**src/dgmc_pkg.sv**
```systemverilog
`default_nettype none
// ----------------------------------------------------------------------------
// dgmc_pkg
// Shared types and constants of the debounced gate motor controller.
// ----------------------------------------------------------------------------
package dgmc_pkg;

    localparam int QUEUE_DEPTH = 5;
    localparam int IDX_W       = (QUEUE_DEPTH > 1) ? $clog2(QUEUE_DEPTH) : 1;
    localparam int CNT_W       = $clog2(QUEUE_DEPTH + 1);

    localparam int MID_DEPTH   = 2;
    localparam int MID_IDX_W   = (MID_DEPTH > 1) ? $clog2(MID_DEPTH) : 1;
    localparam int MID_CNT_W   = $clog2(MID_DEPTH + 1);

    localparam logic [7:0] STABLE_COUNT_RESET = 8'd5;

    localparam logic EV_OPEN  = 1'b0;
    localparam logic EV_CLOSE = 1'b1;

    typedef enum logic [1:0] {
        MODE_IDLE    = 2'd0,
        MODE_OPENING = 2'd1,
        MODE_CLOSING = 2'd2
    } gate_mode_t;

    typedef struct packed {
        logic open_ev;
        logic close_ev;
        logic open_lim;
        logic close_lim;
    } mid_item_t;

endpackage
`default_nettype wire

```
**src/dgmc_front.sv**
```systemverilog
`default_nettype none
// ----------------------------------------------------------------------------
// dgmc_front
// Button debouncers and the stable count register; turns each sample tick
// into a classified item with open and close events.
// ----------------------------------------------------------------------------
module dgmc_front (
    input  wire logic               clk,
    input  wire logic               rst_n,
    input  wire logic               cfg_write_en,
    input  wire logic [7:0]         cfg_write_data,
    input  wire logic               accept,
    input  wire logic               open_button_level,
    input  wire logic               close_button_level,
    input  wire logic               open_limit_level,
    input  wire logic               close_limit_level,
    output dgmc_pkg::mid_item_t     item
);
    import dgmc_pkg::*;

    typedef struct packed {
        logic       waits_low;
        logic [7:0] high_run;
        logic [7:0] low_run;
    } deb_state_t;

    typedef struct packed {
        deb_state_t st;
        logic       press;
    } deb_result_t;

    logic [7:0]  stable_count_reg;
    deb_state_t  open_reg, open_next;
    deb_state_t  close_reg, close_next;
    deb_result_t open_res, close_res;

    function automatic logic [7:0] run_inc(input logic [7:0] run, input logic [7:0] sc);
        return (run >= sc) ? sc : run + 8'd1;
    endfunction

    function automatic deb_result_t deb_step(input deb_state_t s, input logic level,
                                             input logic [7:0] sc);
        deb_result_t r;
        r.st    = s;
        r.press = 1'b0;
        if (!level) begin
            r.st.low_run  = run_inc(s.low_run, sc);
            r.st.high_run = 8'd0;
        end
        else begin
            r.st.high_run = run_inc(s.high_run, sc);
            r.st.low_run  = 8'd0;
        end
        if (!s.waits_low) begin
            if (r.st.high_run >= sc)
                r.st.waits_low = 1'b1;
        end
        else if (r.st.low_run >= sc) begin
            r.st.waits_low = 1'b0;
            r.press        = 1'b1;
        end
        return r;
    endfunction

    always_comb
    begin
        open_res   = deb_step(open_reg, open_button_level, stable_count_reg);
        close_res  = deb_step(close_reg, close_button_level, stable_count_reg);
        open_next  = open_res.st;
        close_next = close_res.st;
        item.open_ev   = open_res.press;
        item.close_ev  = close_res.press;
        item.open_lim  = open_limit_level;
        item.close_lim = close_limit_level;
    end

    always_ff @(posedge clk or negedge rst_n)
    begin
        if (!rst_n)
        begin
            stable_count_reg <= STABLE_COUNT_RESET;
            open_reg         <= '0;
            close_reg        <= '0;
        end
        else
        begin
            if (cfg_write_en)
                stable_count_reg <= cfg_write_data;
            if (accept)
            begin
                open_reg  <= open_next;
                close_reg <= close_next;
            end
        end
    end

endmodule
`default_nettype wire

```
**src/dgmc_mid_fifo.sv**
```systemverilog
`default_nettype none
// ----------------------------------------------------------------------------
// dgmc_mid_fifo
// Short queue of classified items between the front and the back.
// ----------------------------------------------------------------------------
module dgmc_mid_fifo (
    input  wire logic               clk,
    input  wire logic               rst_n,
    input  wire logic               push,
    input  dgmc_pkg::mid_item_t     push_item,
    output logic                    full,
    input  wire logic               pop,
    output logic                    empty,
    output dgmc_pkg::mid_item_t     head_item
);
    import dgmc_pkg::*;

    localparam logic [MID_CNT_W-1:0] DEPTH_C = MID_CNT_W'(MID_DEPTH);

    mid_item_t              mem_reg [MID_DEPTH];
    logic [MID_IDX_W-1:0]   wr_ptr_reg, wr_ptr_next;
    logic [MID_IDX_W-1:0]   rd_ptr_reg, rd_ptr_next;
    logic [MID_CNT_W-1:0]   count_reg, count_next;
    logic                   do_push, do_pop;

    assign full      = (count_reg == DEPTH_C);
    assign empty     = (count_reg == '0);
    assign head_item = mem_reg[rd_ptr_reg];
    assign do_push   = push && !full;
    assign do_pop    = pop && !empty;

    always_comb
    begin
        wr_ptr_next = wr_ptr_reg;
        rd_ptr_next = rd_ptr_reg;
        count_next  = count_reg;
        if (do_push)
            wr_ptr_next = (wr_ptr_reg == MID_IDX_W'(MID_DEPTH - 1)) ? '0 : wr_ptr_reg + 1'b1;
        if (do_pop)
            rd_ptr_next = (rd_ptr_reg == MID_IDX_W'(MID_DEPTH - 1)) ? '0 : rd_ptr_reg + 1'b1;
        if (do_push && !do_pop)
            count_next = count_reg + 1'b1;
        else if (do_pop && !do_push)
            count_next = count_reg - 1'b1;
    end

    always_ff @(posedge clk or negedge rst_n)
    begin
        if (!rst_n)
        begin
            wr_ptr_reg <= '0;
            rd_ptr_reg <= '0;
            count_reg  <= '0;
        end
        else
        begin
            wr_ptr_reg <= wr_ptr_next;
            rd_ptr_reg <= rd_ptr_next;
            count_reg  <= count_next;
        end
    end

    always_ff @(posedge clk)
    begin
        if (do_push)
            mem_reg[wr_ptr_reg] <= push_item;
    end

endmodule
`default_nettype wire

```
**src/dgmc_back.sv**
```systemverilog
`default_nettype none
// ----------------------------------------------------------------------------
// dgmc_back
// Event queue and motor state machine; executes one classified item per
// cycle, while the output is not stalled, into the output register.
// ----------------------------------------------------------------------------
module dgmc_back (
    input  wire logic               clk,
    input  wire logic               rst_n,
    input  wire logic               item_avail,
    input  dgmc_pkg::mid_item_t     item,
    output logic                    item_take,
    output logic                    out_valid,
    input  wire logic               out_stall,
    output logic                    drive_a,
    output logic                    drive_b,
    output logic [1:0]              gate_mode,
    output logic                    event_dropped,
    output logic [2:0]              pending_events
);
    import dgmc_pkg::*;

    localparam int SUM_W = CNT_W + 1;
    localparam logic [CNT_W-1:0] DEPTH_C = CNT_W'(QUEUE_DEPTH);
    localparam logic [SUM_W-1:0] DEPTH_S = SUM_W'(QUEUE_DEPTH);

    gate_mode_t         motion_reg, motion_next;
    logic               store_reg  [QUEUE_DEPTH];
    logic               store_next [QUEUE_DEPTH];
    logic [IDX_W-1:0]   head_reg, head_next;
    logic [CNT_W-1:0]   count_reg, count_next;
    logic               dropped;
    logic               ev;
    logic               out_valid_reg;
    logic               drive_a_reg, drive_b_reg, dropped_reg;
    logic [1:0]         mode_reg;
    logic [2:0]         pending_reg;

    function automatic logic [IDX_W-1:0] wrap(input logic [IDX_W-1:0] base,
                                              input logic [CNT_W-1:0] off);
        logic [SUM_W-1:0] s;
        s = SUM_W'(base) + SUM_W'(off);
        if (s >= DEPTH_S)
            s = s - DEPTH_S;
        return s[IDX_W-1:0];
    endfunction

    assign item_take = item_avail && (!out_valid_reg || !out_stall);

    always_comb
    begin
        motion_next = motion_reg;
        store_next  = store_reg;
        head_next   = head_reg;
        count_next  = count_reg;
        dropped     = 1'b0;
        ev          = EV_OPEN;
        if (item_take)
        begin
            case (motion_reg)
                MODE_OPENING: if (!item.open_lim)  motion_next = MODE_IDLE;
                MODE_CLOSING: if (!item.close_lim) motion_next = MODE_IDLE;
                default:      motion_next = motion_reg;
            endcase
            if (item.open_ev)
            begin
                if (count_next < DEPTH_C)
                begin
                    store_next[wrap(head_reg, count_next)] = EV_OPEN;
                    count_next = count_next + 1'b1;
                end
                else
                    dropped = 1'b1;
            end
            if (item.close_ev)
            begin
                if (count_next < DEPTH_C)
                begin
                    store_next[wrap(head_reg, count_next)] = EV_CLOSE;
                    count_next = count_next + 1'b1;
                end
                else
                    dropped = 1'b1;
            end
            if (motion_next == MODE_IDLE && count_next != '0)
            begin
                ev         = store_next[head_reg];
                head_next  = wrap(head_reg, CNT_W'(1));
                count_next = count_next - 1'b1;
                if (ev == EV_OPEN && item.open_lim)
                    motion_next = MODE_OPENING;
                else if (ev == EV_CLOSE && item.close_lim)
                    motion_next = MODE_CLOSING;
            end
        end
    end

    always_ff @(posedge clk or negedge rst_n)
    begin
        if (!rst_n)
        begin
            motion_reg    <= MODE_IDLE;
            head_reg      <= '0;
            count_reg     <= '0;
            out_valid_reg <= 1'b0;
        end
        else
        begin
            motion_reg <= motion_next;
            head_reg   <= head_next;
            count_reg  <= count_next;
            if (item_take)
                out_valid_reg <= 1'b1;
            else if (!out_stall)
                out_valid_reg <= 1'b0;
        end
    end

    always_ff @(posedge clk)
    begin
        store_reg <= store_next;
        if (item_take)
        begin
            drive_a_reg <= (motion_next == MODE_CLOSING);
            drive_b_reg <= (motion_next == MODE_OPENING);
            mode_reg    <= motion_next;
            dropped_reg <= dropped;
            pending_reg <= 3'(count_next);
        end
    end

    assign out_valid      = out_valid_reg;
    assign drive_a        = drive_a_reg;
    assign drive_b        = drive_b_reg;
    assign gate_mode      = mode_reg;
    assign event_dropped  = dropped_reg;
    assign pending_events = pending_reg;

endmodule
`default_nettype wire

```
**src/debounced_gate_motor_controller_unit.sv**
```systemverilog
`default_nettype none
// ----------------------------------------------------------------------------
// debounced_gate_motor_controller_unit
// Gate motor controller with two debounced push buttons and two limit
// switches.
//
// Input channel (in_valid / in_stall): one sample tick of both buttons and
// both limit switches per item. Output channel (out_valid / out_stall): one
// result per item with the motor drive lines, the gate mode, the drop flag
// and the number of queued button events.
// Config: cfg_write_en writes cfg_write_data into stable_count.
//
// Throughput is one item per cycle while out_stall stays low. An item
// accepted at the input is debounced into a two-entry queue, taken from
// it by the back end and registered at the output. The back end executes
// one item per cycle, while the output is not stalled, against the event
// queue and motor state.
// When out_stall holds, the output register keeps its result, the middle
// queue fills and in_stall rises once it holds two items.
// Reset clears the debouncers, the event queue, the motor state and both
// channels, and sets stable_count to 5.
// ----------------------------------------------------------------------------
module debounced_gate_motor_controller_unit (
    input  wire logic        clk,
    input  wire logic        rst_n,
    input  wire logic        cfg_write_en,
    input  wire logic [7:0]  cfg_write_data,
    input  wire logic        in_valid,
    output logic             in_stall,
    input  wire logic        open_button_level,
    input  wire logic        close_button_level,
    input  wire logic        open_limit_level,
    input  wire logic        close_limit_level,
    output logic             out_valid,
    input  wire logic        out_stall,
    output logic             drive_a,
    output logic             drive_b,
    output logic [1:0]       gate_mode,
    output logic             event_dropped,
    output logic [2:0]       pending_events
);
    import dgmc_pkg::*;

    mid_item_t front_item;
    mid_item_t head_item;
    logic      accept;
    logic      mid_full;
    logic      mid_empty;
    logic      take;

    assign in_stall = mid_full;
    assign accept   = in_valid && !mid_full;

    dgmc_front u_front (
        .clk                (clk),
        .rst_n              (rst_n),
        .cfg_write_en       (cfg_write_en),
        .cfg_write_data     (cfg_write_data),
        .accept             (accept),
        .open_button_level  (open_button_level),
        .close_button_level (close_button_level),
        .open_limit_level   (open_limit_level),
        .close_limit_level  (close_limit_level),
        .item               (front_item)
    );

    dgmc_mid_fifo u_mid (
        .clk       (clk),
        .rst_n     (rst_n),
        .push      (accept),
        .push_item (front_item),
        .full      (mid_full),
        .pop       (take),
        .empty     (mid_empty),
        .head_item (head_item)
    );

    dgmc_back u_back (
        .clk            (clk),
        .rst_n          (rst_n),
        .item_avail     (!mid_empty),
        .item           (head_item),
        .item_take      (take),
        .out_valid      (out_valid),
        .out_stall      (out_stall),
        .drive_a        (drive_a),
        .drive_b        (drive_b),
        .gate_mode      (gate_mode),
        .event_dropped  (event_dropped),
        .pending_events (pending_events)
    );

endmodule
`default_nettype wire

```
**config.mk**
```make
export PLATFORM = sky130hd
export DESIGN_NAME = debounced_gate_motor_controller_unit
export DESIGN_NICKNAME = d
export VERILOG_FILES = /design/src/dgmc_pkg.sv /design/src/dgmc_front.sv /design/src/dgmc_mid_fifo.sv /design/src/dgmc_back.sv /design/src/debounced_gate_motor_controller_unit.sv
export SDC_FILE = /design/constraint.sdc
export NUM_CORES = 1
export LEC_CHECK = 0
export ABC_AREA = 0
export BUFFER_PORTS_ARGS = -buffer_cell sky130_fd_sc_hd__buf_4
export CORE_ASPECT_RATIO = 1.4
export CORE_MARGIN = 2
export CORE_UTILIZATION = 48
export DETAILED_ROUTE_END_ITERATION = 12
export PLACE_DENSITY = 0.72
export SETUP_SLACK_MARGIN = 0.3
export SLEW_MARGIN = 20
export SYNTH_ARGS = -nofsm -noshare
export SYNTH_HDL_FRONTEND = slang
export SYNTH_SLANG_ARGS = --single-unit
```
**constraint.sdc**
```tcl
create_clock -name clk -period 4.15 [get_ports clk]
set_input_delay 0.83 -clock clk [delete_from_list [all_inputs] [get_ports clk]]
set_output_delay 0.83 -clock clk [all_outputs]
set_load 0.02 [all_outputs]
```
==> results of run 1 <==
cells in the final DEF, fill, tap and decap left out, types with 9 or more instances in the layout:
| cell | n |
|---|---|
| nor2_1 | 66 |
| a211oi_1 | 18 |
| o21ai_0 | 36 |
| nor2b_1 | 12 |
| inv_1 | 46 |
| ha_1 | 78 |
| nand2b_4 | 9 |
| a21o_1 | 19 |
| dfrtp_1 | 52 |
| o22ai_1 | 15 |
| and3_1 | 9 |
| a31oi_1 | 10 |
| nand3_1 | 14 |
| clkbuf_16 | 9 |
| nand2_1 | 50 |
| edfxtp_1 | 21 |
| mux2i_1 | 33 |
| a21oi_2 | 9 |
| xnor2_1 | 26 |
| nor3_1 | 21 |
| a21oi_1 | 20 |
| buf_4 | 68 |
| o21ai_1 | 12 |
worst max-delay path, delay by kind of cell, from the launching register on:
family,cells,cell delay (ps)
xor gates and xnor gates,1,190
AOI/OAI and AO/OA,5,1250
muxes,1,330
buffers and inverters,1,50
DFF,1,410
adders and majority gates,3,860
and+or+nand+nor,5,620
per-layer routing:
layer  GRT usage  up-vias  routed length, µm
li1            -     2693                  -
met1      0.2794     2779               6930
met2      0.4343      170               9216
met3     0.02445       40                575
met4      0.1060        0                573
met5           0        -                  0
metrics by stage:
stage	power [mW]	utilization	setup WS, ps	hold WS [ps]	std cells
after CTS	6.323	0.5844	211.1	506.7	947
after global placement	4.999	0.5411	107.7	482.9	913
final	6.607	0.6035	179.5	502.3	954
after global routing	7.071	0.6035	24.44	522.4	954
after floorplan	4.277	-	260.5	460.8	709
after detailed placement	5.178	0.5411	48.39	494.3	913
cell families (layout without fill, tap and decap cells):
logic type	after synthesis	count (layout)	share of synthesized area
adder cells (fa/ha/maj)	89	89	0.1769
XOR/XNOR	36	36	0.04942
AND/OR/NAND/NOR	207	207	0.1524
AO/OA/AOI/OAI	185	185	0.1951
flip-flops	76	76	0.3150
multiplexers	40	40	0.06511
buffers and inverters	76	143	0.04609
where the power goes:
part / switching, mW / leakage (nW) / total, mW / internal (mW)
logic: 2.39 / 2.61 / 4.37 / 1.98
clock network: 0.329 / 0.162 / 0.919 / 0.591
registers: 0.244 / 0.913 / 1.32 / 1.08
total: 2.96 / 3.69 / 6.61 / 3.65
area by class of cell:
| type | instances | area [µm²] | area share |
|---|---|---|---|
| multi-input combinational | 557 | 4414 | 0.5654 |
| clock buffer | 9 | 225.2 | 0.02885 |
| inverter | 50 | 191.4 | 0.02452 |
| tap | 178 | 222.7 | 0.02853 |
| clock inverter | 7 | 122.6 | 0.01571 |
| timing repair buffer | 77 | 620.6 | 0.07949 |
| sequential | 76 | 2011 | 0.2575 |
what timing repair did:
action,in CTS,in global routing
resized for setup,17,37
setup endpoints to repair,11,12
setup buffers,18,7
pin swaps,31,44
path summary, 6_finish.rpt:
| kind | cells after the start | startpoint | to | slack, ps |
|---|---|---|---|---|
| min in group asynchronous | 1 | rst_n | u_front.open_reg[3] | 560 |
| setup reg to reg | 16 | u_mid.rd_ptr_reg | u_back.drive_b | 180 |
| setup / recovery | 16 | u_mid.rd_ptr_reg | u_back.drive_b | 180 |
| hold / removal | 2 | u_back.out_valid | u_back.out_valid | 500 |
| max in group asynchronous | 1 | rst_n | u_back.count_reg[0] | 3040 |
| hold reg to reg | 2 | u_back.out_valid | u_back.out_valid | 500 |
==> summary.md, run 1 <==
| Metric | Value |
|---|---|
| DRT iter0 DRCs | `370` |
| Vias in the first global route | `about 5500` |
| CTS Buf Count | `9` |
| Drt drc | `0` |
| Outcome | `completed` |
| Synth cell types | `62` |
| Mapped Nets | `815` |
| Maximum VDD drop | `0.0005306 V` |
| Yosys warnings | `0` |
| LEAKAGE | `3.686 nW` |
| Clock Sinks | `76` |
| Starting Density | `0.4932` |
| Drt pass-1 iters | `5` |
| Clk_lat worst skew | `340 ps` |
| Die Width | `101.4 µm` |
| Vert. Die Dim | `~140 µm` |
| IO buf count | `26` |
| Share of cells above drive strength 1 | `0.2088` |
| Setup TNS | `0 ps` |
| Final Cycle Share | `0.9567` |
| Syn_area_per_cell | `around 9 µm²` |
| RSZ-0062 raised after global routing | `true` |
| Worst-path cell chain | `mux2i_4, nand2b_4, o21ai_4, ha_4, inv_2, fa_2, ha_4, nand2b_4, a221oi_4, xnor2_2, nand2_4, o21ai_4, nor2_2, o41a_1, a32o_2, nor2b_1` |
| Post-cts hold buffer count | `0` |
| Post-Syn Area | `6380 µm²` |
| CTS max path bufs | `2` |
| Antenna-violating nets left | `0` |
| Final instance area | `between 7000 and 8000 µm²` |
| Max Slew Vio Count | `0` |
| CP Launch Type | `register` |
| Synth top area cells | `dfrtp_1 (21%), ha_1 (17%), edfxtp_1 (9.9%)` |
| Global-route wire length before repair | `26.94 mm` |
| Root buf cell | `clkbuf_16` |
| CTS tree | `yes` |
| PwrDens | `846.2 nW/µm²` |
| Main synth FF type | `dfrtp_1` |
| Register area share after synthesis | `0.3150` |
| Gpl congestion | `0.8486` |
| Cells after Synth | `709` |
| Final setup viols | `0` |
| Maximum clock frequency | `251.9 MHz` |
| Fillers | `~1100` |
| Post-synth EDFFs | `21` |
| Post-synth ARST share | `0.7237` |
| Synth-to-Final Area Change | `22.38%` |
| Layout Nets | `roughly 880` |
| Least-Margin Pin Slew | `753.0 ps` |
| CP arrival | `4050 ps` |
| Synth top area share | `0.2079` |
| Total wire length | `17.30 mm` |
| Clock-pin slew on the worst setup and hold paths | `60 ps` |
| Final Hold Fails | `0` |
| Routed via count | `5682` |
| Crit path required time | `4230 ps` |
| Min-delay worst type | `reg -> reg` |
| Critical Path Max Stage Delay | `490 ps` |
| Cell taking the most area after synthesis | `dfrtp_1` |
| Number of max-cap violations | `0` |
| Io pins | `27` |
| Post-synth top cells | `ha_1 (87), nor2_1 (67), dfrtp_1 (53), nand2_1 (50), inv_1 (49)` |
| Post-Route Skew | `between 5 and 6 ps` |
| Row count | `49` |
| Slew Limit Headroom | `0.4980` |
| Initial antenna violation count | `0` |
| Most frequent cell after synthesis | `ha_1` |
| H-tree Lvls | `3` |
| Routed WL per cell | `18.13 µm` |
| Via/cell ratio | `5.956` |
| CP max-delay cell | `fa_2` |
| Post-synthesis register bit count | `76` |
| Placed instance area | `6999 µm²` |
| Crit path capture type | `register` |
| Die ar. | `14240 µm²` |
| Worst-path fanout max | `6` |
| Remaining Overflow, GRT | `0` |
| Tot GR Track Use | `0.2395` |
| Pin count of the biggest net entering global routing | `56` |
| Diode count | `0` |
| Core area | `about 13000 µm²` |
| WS Path Type | `reg -> reg` |
| Minimum clock period | `between 3000 and 4000 ps` |
| DP HPWL | `11.66 mm` |
No activity file was read; power rests on OpenSTA's default activity.
==> inputs of run 2 (changes only) <==
- PLACE_DENSITY: 0.72 -> 0.67
- SYNTH_HIERARCHICAL: not set -> 1
==> run 2 against run 1 <==
  * Sequential cell count stayed put
  * Non-clock buffer count is 7 lower
  * Clock power is 17% lower
  * Area after synthesis is 5.5% higher
  * Largest cell class unchanged
  * Via count is 2.3% higher
  * Final cell count is 1.2% higher
  * Power is 9.3% higher
==> summary.md, run 2 <==
| Metric | Value |
|---|---|
| Yosys warnings | `6 (+6)` |
| Worst slack, placed | `99.60 ps (+51.21 ps)` |
| Post-synth top cells | `ha_1 (87), nor2_1 (75), inv_1 (54), dfrtp_1 (53), nand2_1 (52)` |
| WS Path Type | `reg -> reg` |
| Post-synthesis adder-cell area fraction | `0.1678 (-0.009146)` |
| Max Slew Vio Count | `0 (unchanged)` |
| Maximum VDD drop | `0.0004806 V (-9.4%)` |
| Post-cts hold buffer count | `0 (unchanged)` |
| Syn_area_per_cell | `9.267 µm² (+3.0%)` |
| Register area share after synthesis | `0.2987 (-0.01628)` |
| Least-Margin Pin Slew | `773.6 ps (+20.59 ps)` |
| Crit path required time | `4240 ps (about the same)` |
| Setup TNS | `0 ps (unchanged)` |
| Remaining Overflow, GRT | `0 (unchanged)` |
| Post-synthesis register bit count | `76 (unchanged)` |
| Antenna-violating nets left | `0 (unchanged)` |
| Io pins | `27 (unchanged)` |
| Final Cycle Share | `0.9274 (-0.02935)` |
| Commonest non-fill, non-tap cell in the layout | `ha_1` |
| CTS tree | `yes` |
| Root buf cell | `clkbuf_16` |
| Clock Sinks | `76 (unchanged)` |
| Post-synth EDFFs | `21 (unchanged)` |
| Core area | `13780 µm² (+6.5%)` |
| Initial antenna violation count | `0 (unchanged)` |
| Most frequent cells in the layout | `ha_1 (84), nor2_1 (74), buf_4 (68)` |
| DRT iter0 DRCs | `308 (-17%)` |
| Die ar. | `14990 µm² (+5.3%)` |
| Pin count of the biggest net entering global routing | `56 (unchanged)` |
| Routed WL per cell | `18.48 µm (+1.9%)` |
| Final worst setup slack | `301.3 ps (+121.8 ps)` |
| Minimum clock period | `3849 ps (-121.8 ps)` |
| Min-delay worst type | `reg -> reg` |
| Outcome | `completed` |
| Worst-path fanout max | `6 (unchanged)` |
| Main combinational cell family by area after synthesis | `compound AO/OA/AOI/OAI gates` |
| Final setup viols | `0 (unchanged)` |
| Clock-pin slew on the worst setup and hold paths | `60 ps (about the same)` |
| XOR/XNOR Fraction of Synth Area | `0.04408 (-0.005345)` |
| Multiplexer area fraction after synthesis | `0.06007 (-0.005040)` |
| CP Launch Type | `register` |
| Area of the multi-input gates | `4452 µm² (+0.85%)` |
| Cells after Synth | `726 (+2.4%)` |
| Final Hold Fails | `0 (unchanged)` |
| Drt drc | `0 (unchanged)` |
| H-tree Lvls | `3 (unchanged)` |
| Global-route wire length before repair | `28.55 mm (+6.0%)` |
| Slew Limit Headroom | `0.4843 (-0.01373)` |
| Post-synth ARST share | `0.7237 (unchanged)` |
| Drt pass-1 iters | `5 (unchanged)` |
| Layout Nets | `881 (+0.46%)` |
| Clk_lat worst skew | `340 ps (about the same)` |
| PwrDens | `934.3 nW/µm² (+10%)` |
| Synth-to-Final Area Change | `14.92%` |
| LEAKAGE | `3.547 nW (-3.8%)` |
| Synth top area share | `0.1971 (-0.01075)` |
| Complex-gate fraction of the synthesized area | `0.2185 (+0.02339)` |
| Crit path capture type | `register` |
| Fillers | `1257 (+18%)` |
| Number of max-cap violations | `0 (unchanged)` |
| Total wire length | `17.83 mm (+3.1%)` |
| Main synth FF type | `dfrtp_1` |
| CTS max path bufs | `2 (unchanged)` |
| Post-Route Skew | `10.61 ps (+4.936 ps)` |
| Cell taking the most area after synthesis | `dfrtp_1` |
| Simple-gate portion of the synthesized area | `0.1451 (-0.007321)` |
| RSZ-0062 raised after global routing | `true` |
| Starting Density | `0.4881 (-0.005073)` |
| Final core utilization | `0.5609 (-0.04263)` |
| Post-Syn Area | `6728 µm² (+5.5%)` |
| IO buf count | `26 (unchanged)` |
| Mapped Nets | `832 (+2.1%)` |
| Maximum clock frequency | `259.8 MHz (+3.2%)` |
| Most frequent cell after synthesis | `ha_1` |
| Routed via count | `5811 (+2.3%)` |
| Synth top area cells | `dfrtp_1 (20%), ha_1 (16%), edfxtp_1 (9.4%)` |
| Sequential Area | `2012 µm² (about the same)` |
| Via/cell ratio | `6.022 (+1.1%)` |
| CP arrival | `3940 ps (-110 ps)` |
| Die Width | `104.1 µm (+2.6%)` |
| DP HPWL | `12.89 mm (+11%)` |
| Tot GR Track Use | `0.2385 (-0.001074)` |
| CTS Buf Count | `9 (unchanged)` |
| Diode count | `0 (unchanged)` |
| Share of cells above drive strength 1 | `0.1923 (-0.01646)` |
| Vert. Die Dim | `144.1 µm (+2.6%)` |
| Vias in the first global route | `5805 (+4.8%)` |
| Row count | `51 (+4.1%)` |
| Synth cell types | `82 (+32%)` |
| Gpl congestion | `0.8698 (+2.5%)` |
==> run 2: cell types whose count changed after synthesis, moves of 6 or more <==
cell | previous run | this run
a211oi_2 | 0 | 13
o31ai_1 | 2 | 10
nor2b_1 | 12 | 5
a211oi_1 | 19 | 13
mux2i_1 | 37 | 31
and3_1 | 9 | 3
a21o_1 | 19 | 13
o21ai_0 | 48 | 27
nor3_1 | 21 | 14
nor2_1 | 67 | 75
==> run 2: final timing paths <==
path	startpoint	endpoint	slack [ps]	depth (start not counted)
setup / recovery	u_back/count_reg[0]	u_back/gate_mode[0]	300	14
hold / removal	u_mid/wr_ptr_reg	u_mid/wr_ptr_reg	510	1
setup reg to reg	u_back/count_reg[0]	u_back/gate_mode[0]	300	14
hold reg to reg	u_mid/wr_ptr_reg	u_mid/wr_ptr_reg	510	1
max in group asynchronous	rst_n	u_back/count_reg[0]	3020	1
min in group asynchronous	rst_n	u_front/open_reg[10]	570	1
==> run 2: power by group <==
part / switching (mW) / internal, mW / total, mW / leakage, nW
sequential: 0.277 / 1.11 / 1.39 / 0.901
combinational: 2.80 / 2.27 / 5.07 / 2.51
clock: 0.347 / 0.415 / 0.761 / 0.138
total: 3.43 / 3.80 / 7.22 / 3.55
==> run 2: layer usage <==
layer	global-route usage	up-vias	routed length, µm
met5	0	-	0
met4	0.1216	0	813
met3	0.03335	49	735
met2	0.4567	165	9467
met1	0.2552	2826	6817
li1	-	2771	-
==> run 2: final cells by class <==
class                   instances  share of cell area
flip-flops and latches         76              0.2602
clock buffers                   9             0.02913
inverters                      55             0.02719
well taps                     185             0.02994
repair buffers                 70             0.07008
multi-input cells             563              0.5758
clock inverters                 7            0.007606
==> run 2: kinds of logic after synthesis <==
| kind of cell | after synthesis |
|---|---|
| simple gates | 210 |
| compound gates | 192 |
| fa+ha+maj | 89 |
| buf+inv | 87 |
| flops | 76 |
| mux | 39 |
| xor+xnor | 33 |
==> run 2: metrics by stage <==
| stage | power [mW] | instances | hold slack (ps) | cell area [µm²] |
|---|---|---|---|---|
| 6_report | 7.223 | 965 | 508.6 | 7731 |
| 5_1_grt | 7.819 | 965 | 531.6 | 7731 |
| 4_1_cts | 6.672 | 954 | 508.6 | 7527 |
| 3_5_place_dp | 5.673 | 934 | 485.0 | 7167 |
| 3_3_place_gp | 5.432 | 934 | 478.9 | 7167 |
| 2_1_floorplan | 4.699 | 726 | 460.8 | 6743 |
==> run 2: repair_timing <==
item	CTS	global route
setup endpoints to repair	7	11
endpoints found under the hold margin	0	0
pin swaps	10	17
gates resized for setup	11	25
buffers inserted	4	11
==> run 2: critical path: stages, from the launching register on <==
cell	delay, ps
dfrtp_2	440
buf_6	150
ha_1	300
mux2_4	310
inv_2	70
fa_2	510
ha_4	230
o221a_1	160
o32ai_2	320
nand3b_1	200
a2111oi_4	390
a311oi_2	100
a41oi_2	220
buf_4	160
nor2_4	30
==> inputs of run 3 (changes only) <==
- ABC_CLOCK_PERIOD_IN_PS: not set -> 3800
- PLACE_DENSITY: 0.67 -> not set
- clock period: 4.15 -> 3.8 ns (I/O delays scaled with it)
==> run 3 against run 2 <==
  * Critical path type unchanged
  * The flow now finishes with violations (setup timing)
  * Clock skew barely moved
  * Largest power group unchanged
  * Combinational power rose by 20%
  * Sequential power rose by 8%
  * Critical path depth grew 2
  * Largest cell class unchanged
==> summary.md, run 3 (synthesized netlist as in run 2, its figures left out) <==
| Metric | Value |
|---|---|
| DP HPWL | `12.47 mm (-3.3%)` |
| Crit path capture type | `register` |
| CP arrival | `3910 ps (-30 ps)` |
| Layout Nets | `917 (+4.1%)` |
| Drt drc | `0 (unchanged)` |
| Worst-path fanout max | `6 (unchanged)` |
| CTS max path bufs | `2 (unchanged)` |
| CP Launch Point | `u_mid/rd_ptr_reg` |
| Placed instance area | `7371 µm² (+2.8%)` |
| Tot GR Track Use | `0.2371 (-0.001395)` |
| Worst r2r src | `u_mid/rd_ptr_reg` |
| Clock-pin slew on the worst setup and hold paths | `70 ps (about the same)` |
| Vias in the first global route | `5841 (+0.62%)` |
| Commonest non-fill, non-tap cell in the layout | `buf_4` |
| Remaining Overflow, GRT | `0 (unchanged)` |
| Minimum clock period | `3818 ps (-30.85 ps)` |
| Reg-to-Reg End | `u_back/drive_b` |
| CTS tree | `yes` |
| Final Hold Fails | `0 (unchanged)` |
| Starting Density | `0.4881 (unchanged)` |
| Outcome | `complete, but fails checks` |
| Die ar. | `14990 µm² (unchanged)` |
| IO buf count | `26 (unchanged)` |
| Logic pwr share | `0.717 (+0.014)` |
| Final total power | `8.451 mW (+17%)` |
| Maximum clock frequency | `261.9 MHz (+0.81%)` |
| Vert. Die Dim | `144.1 µm (unchanged)` |
| Clk_lat worst skew | `340 ps (about the same)` |
| Final worst setup slack | `-17.82 ps (-319.1 ps)` |
| Most frequent cells in the layout | `buf_4 (92), ha_1 (79), nor2_1 (73)` |
| Clock Sinks | `76 (unchanged)` |
| Gpl congestion | `0.8382 (-3.6%)` |
| Total wire length | `17.77 mm (-0.36%)` |
| Global-route wire length before repair | `28.19 mm (-1.3%)` |
| Sequential share of power | `0.177 (-0.015)` |
| Worst slack, placed | `-37.63 ps (-137.2 ps)` |
| CP Launch Type | `register` |
| Sw Share | `0.4461 (-0.02823)` |
| Core area | `13780 µm² (unchanged)` |
| Fin cells | `1001 (+3.7%)` |
| DRT iter0 DRCs | `272 (-12%)` |
| Sw power | `3.770 mW (+10%)` |
| H-tree Lvls | `3 (unchanged)` |
| Final instance area | `8234 µm² (+6.5%)` |
| Io pins | `27 (unchanged)` |
| Int Power | `4.681 mW (+23%)` |
| Diode count | `0 (unchanged)` |
| Max Slew Vio Count | `0 (unchanged)` |
| Antenna-violating nets left | `0 (unchanged)` |
| Final setup viols | `2 (+2)` |
| Root buf cell | `clkbuf_16` |
| Maximum VDD drop | `0.0005929 V (+23%)` |
| RSZ-0062 raised after global routing | `true` |
| WS Path Type | `reg -> reg` |
| PwrDens | `1026 nW/µm² (+9.9%)` |
| Share of cells above drive strength 1 | `0.2426 (+0.05034)` |
| Fin Hold WS | `483.7 ps (-24.98 ps)` |
| DP Cell Count | `954 (+2.1%)` |
| Row count | `51 (unchanged)` |
| Min-delay worst type | `in -> async` |
| Final Cycle Share | `1.005 (+0.07730)` |
| Pin count of the biggest net entering global routing | `56 (unchanged)` |
| Routed via count | `5898 (+1.5%)` |
| Die Width | `104.1 µm (unchanged)` |
| Cells on worst reg2reg path | `16 (+2)` |
| CTS Buf Count | `9 (unchanged)` |
| Crit path required time | `3890 ps (-350 ps)` |
| Initial antenna violation count | `0 (unchanged)` |
| R2R Setup Slk | `-20 ps (-320 ps)` |
| Via/cell ratio | `5.892 (-2.2%)` |
| Slew Limit Headroom | `0.4814 (-0.002925)` |
| Number of max-cap violations | `0 (unchanged)` |
| Least-Margin Pin Slew | `778.0 ps (+4.386 ps)` |
| Synth-to-Final Area Change | `22.39%` |
| Failing checks | `setup timing` |
| Post-Route Skew | `10.36 ps (-0.2463 ps)` |
| Routed WL per cell | `17.75 µm (-3.9%)` |
| LEAKAGE | `3.775 nW (+6.4%)` |
| Post-cts hold buffer count | `0 (unchanged)` |
| Clock power share | `0.105 (about the same)` |
| Drt pass-1 iters | `5 (unchanged)` |
## run 3: layout make-up
cell class	instances	area (µm²)
fill	1210	5549
sequential	76	2009
clock inverter	6	72.57
tap	185	231.5
multi-input combinational	564	4581
timing repair buffer	105	898.4
inverter	55	212.7
clock buffer	10	229.0
## run 3: worst max-delay path, stage by stage, from the launching register on
cell and delay (ps):
dfrtp_1 390, mux2_4 340, nand2_8 90, xor2_4 150
inv_2 70, ha_4 170, inv_4 50, fa_2 500
ha_4 220, o221a_1 150, o32ai_2 340, nand3b_1 200
a2111oi_4 390, a311oi_2 80, buf_4 170, a41oi_4 200
nor3_1 70
## run 3: per-layer routing
| metal | part of all wire | GRT usage | routed length [µm] |
|---|---|---|---|
| met1 | 0.40 | 0.2548 | 7144 |
| met2 | 0.54 | 0.4605 | 9573 |
| met3 | 0.027 | 0.03695 | 488 |
| met4 | 0.032 | 0.09886 | 563 |
| met5 | 0 | 0 | 0 |
## run 3: what timing repair did
action	CTS	global route
buffers inserted	14	14
endpoints found under the hold margin	0	0
pin swaps	13	27
resized for setup	23	36
endpoints found under the setup margin	11	13
gates cloned	1	2
## run 3: how the worst max path moves through the flow
stage          slack, ps             endpoint
3_5_place_dp         -40  u_back/gate_mode[0]
3_3_place_gp          40  u_back/gate_mode[0]
4_1_cts               50       u_back/drive_a
6_report             -20       u_back/drive_b
5_1_grt             -150       u_back/drive_b
2_1_floorplan         50       u_back/drive_a
## run 3: power groups by stage
stage / logic, mW / registers [mW] / clock network (mW)
global placement: 5.02 / 1.49 / 0
global route: 6.63 / 1.54 / 0.946
detailed placement: 5.19 / 1.49 / 0
floorplan: 3.75 / 1.53 / 0
CTS: 5.61 / 1.49 / 0.907
finish: 6.06 / 1.50 / 0.889
## run 3: through the flow
stage	setup TNS, ps	utilization
after CTS	0	0.5743
after global placement	0	0.5348
final	-32.47	0.5974
after global routing	-594.5	0.5974
after detailed placement	-58.25	0.5348
after floorplan	0	-
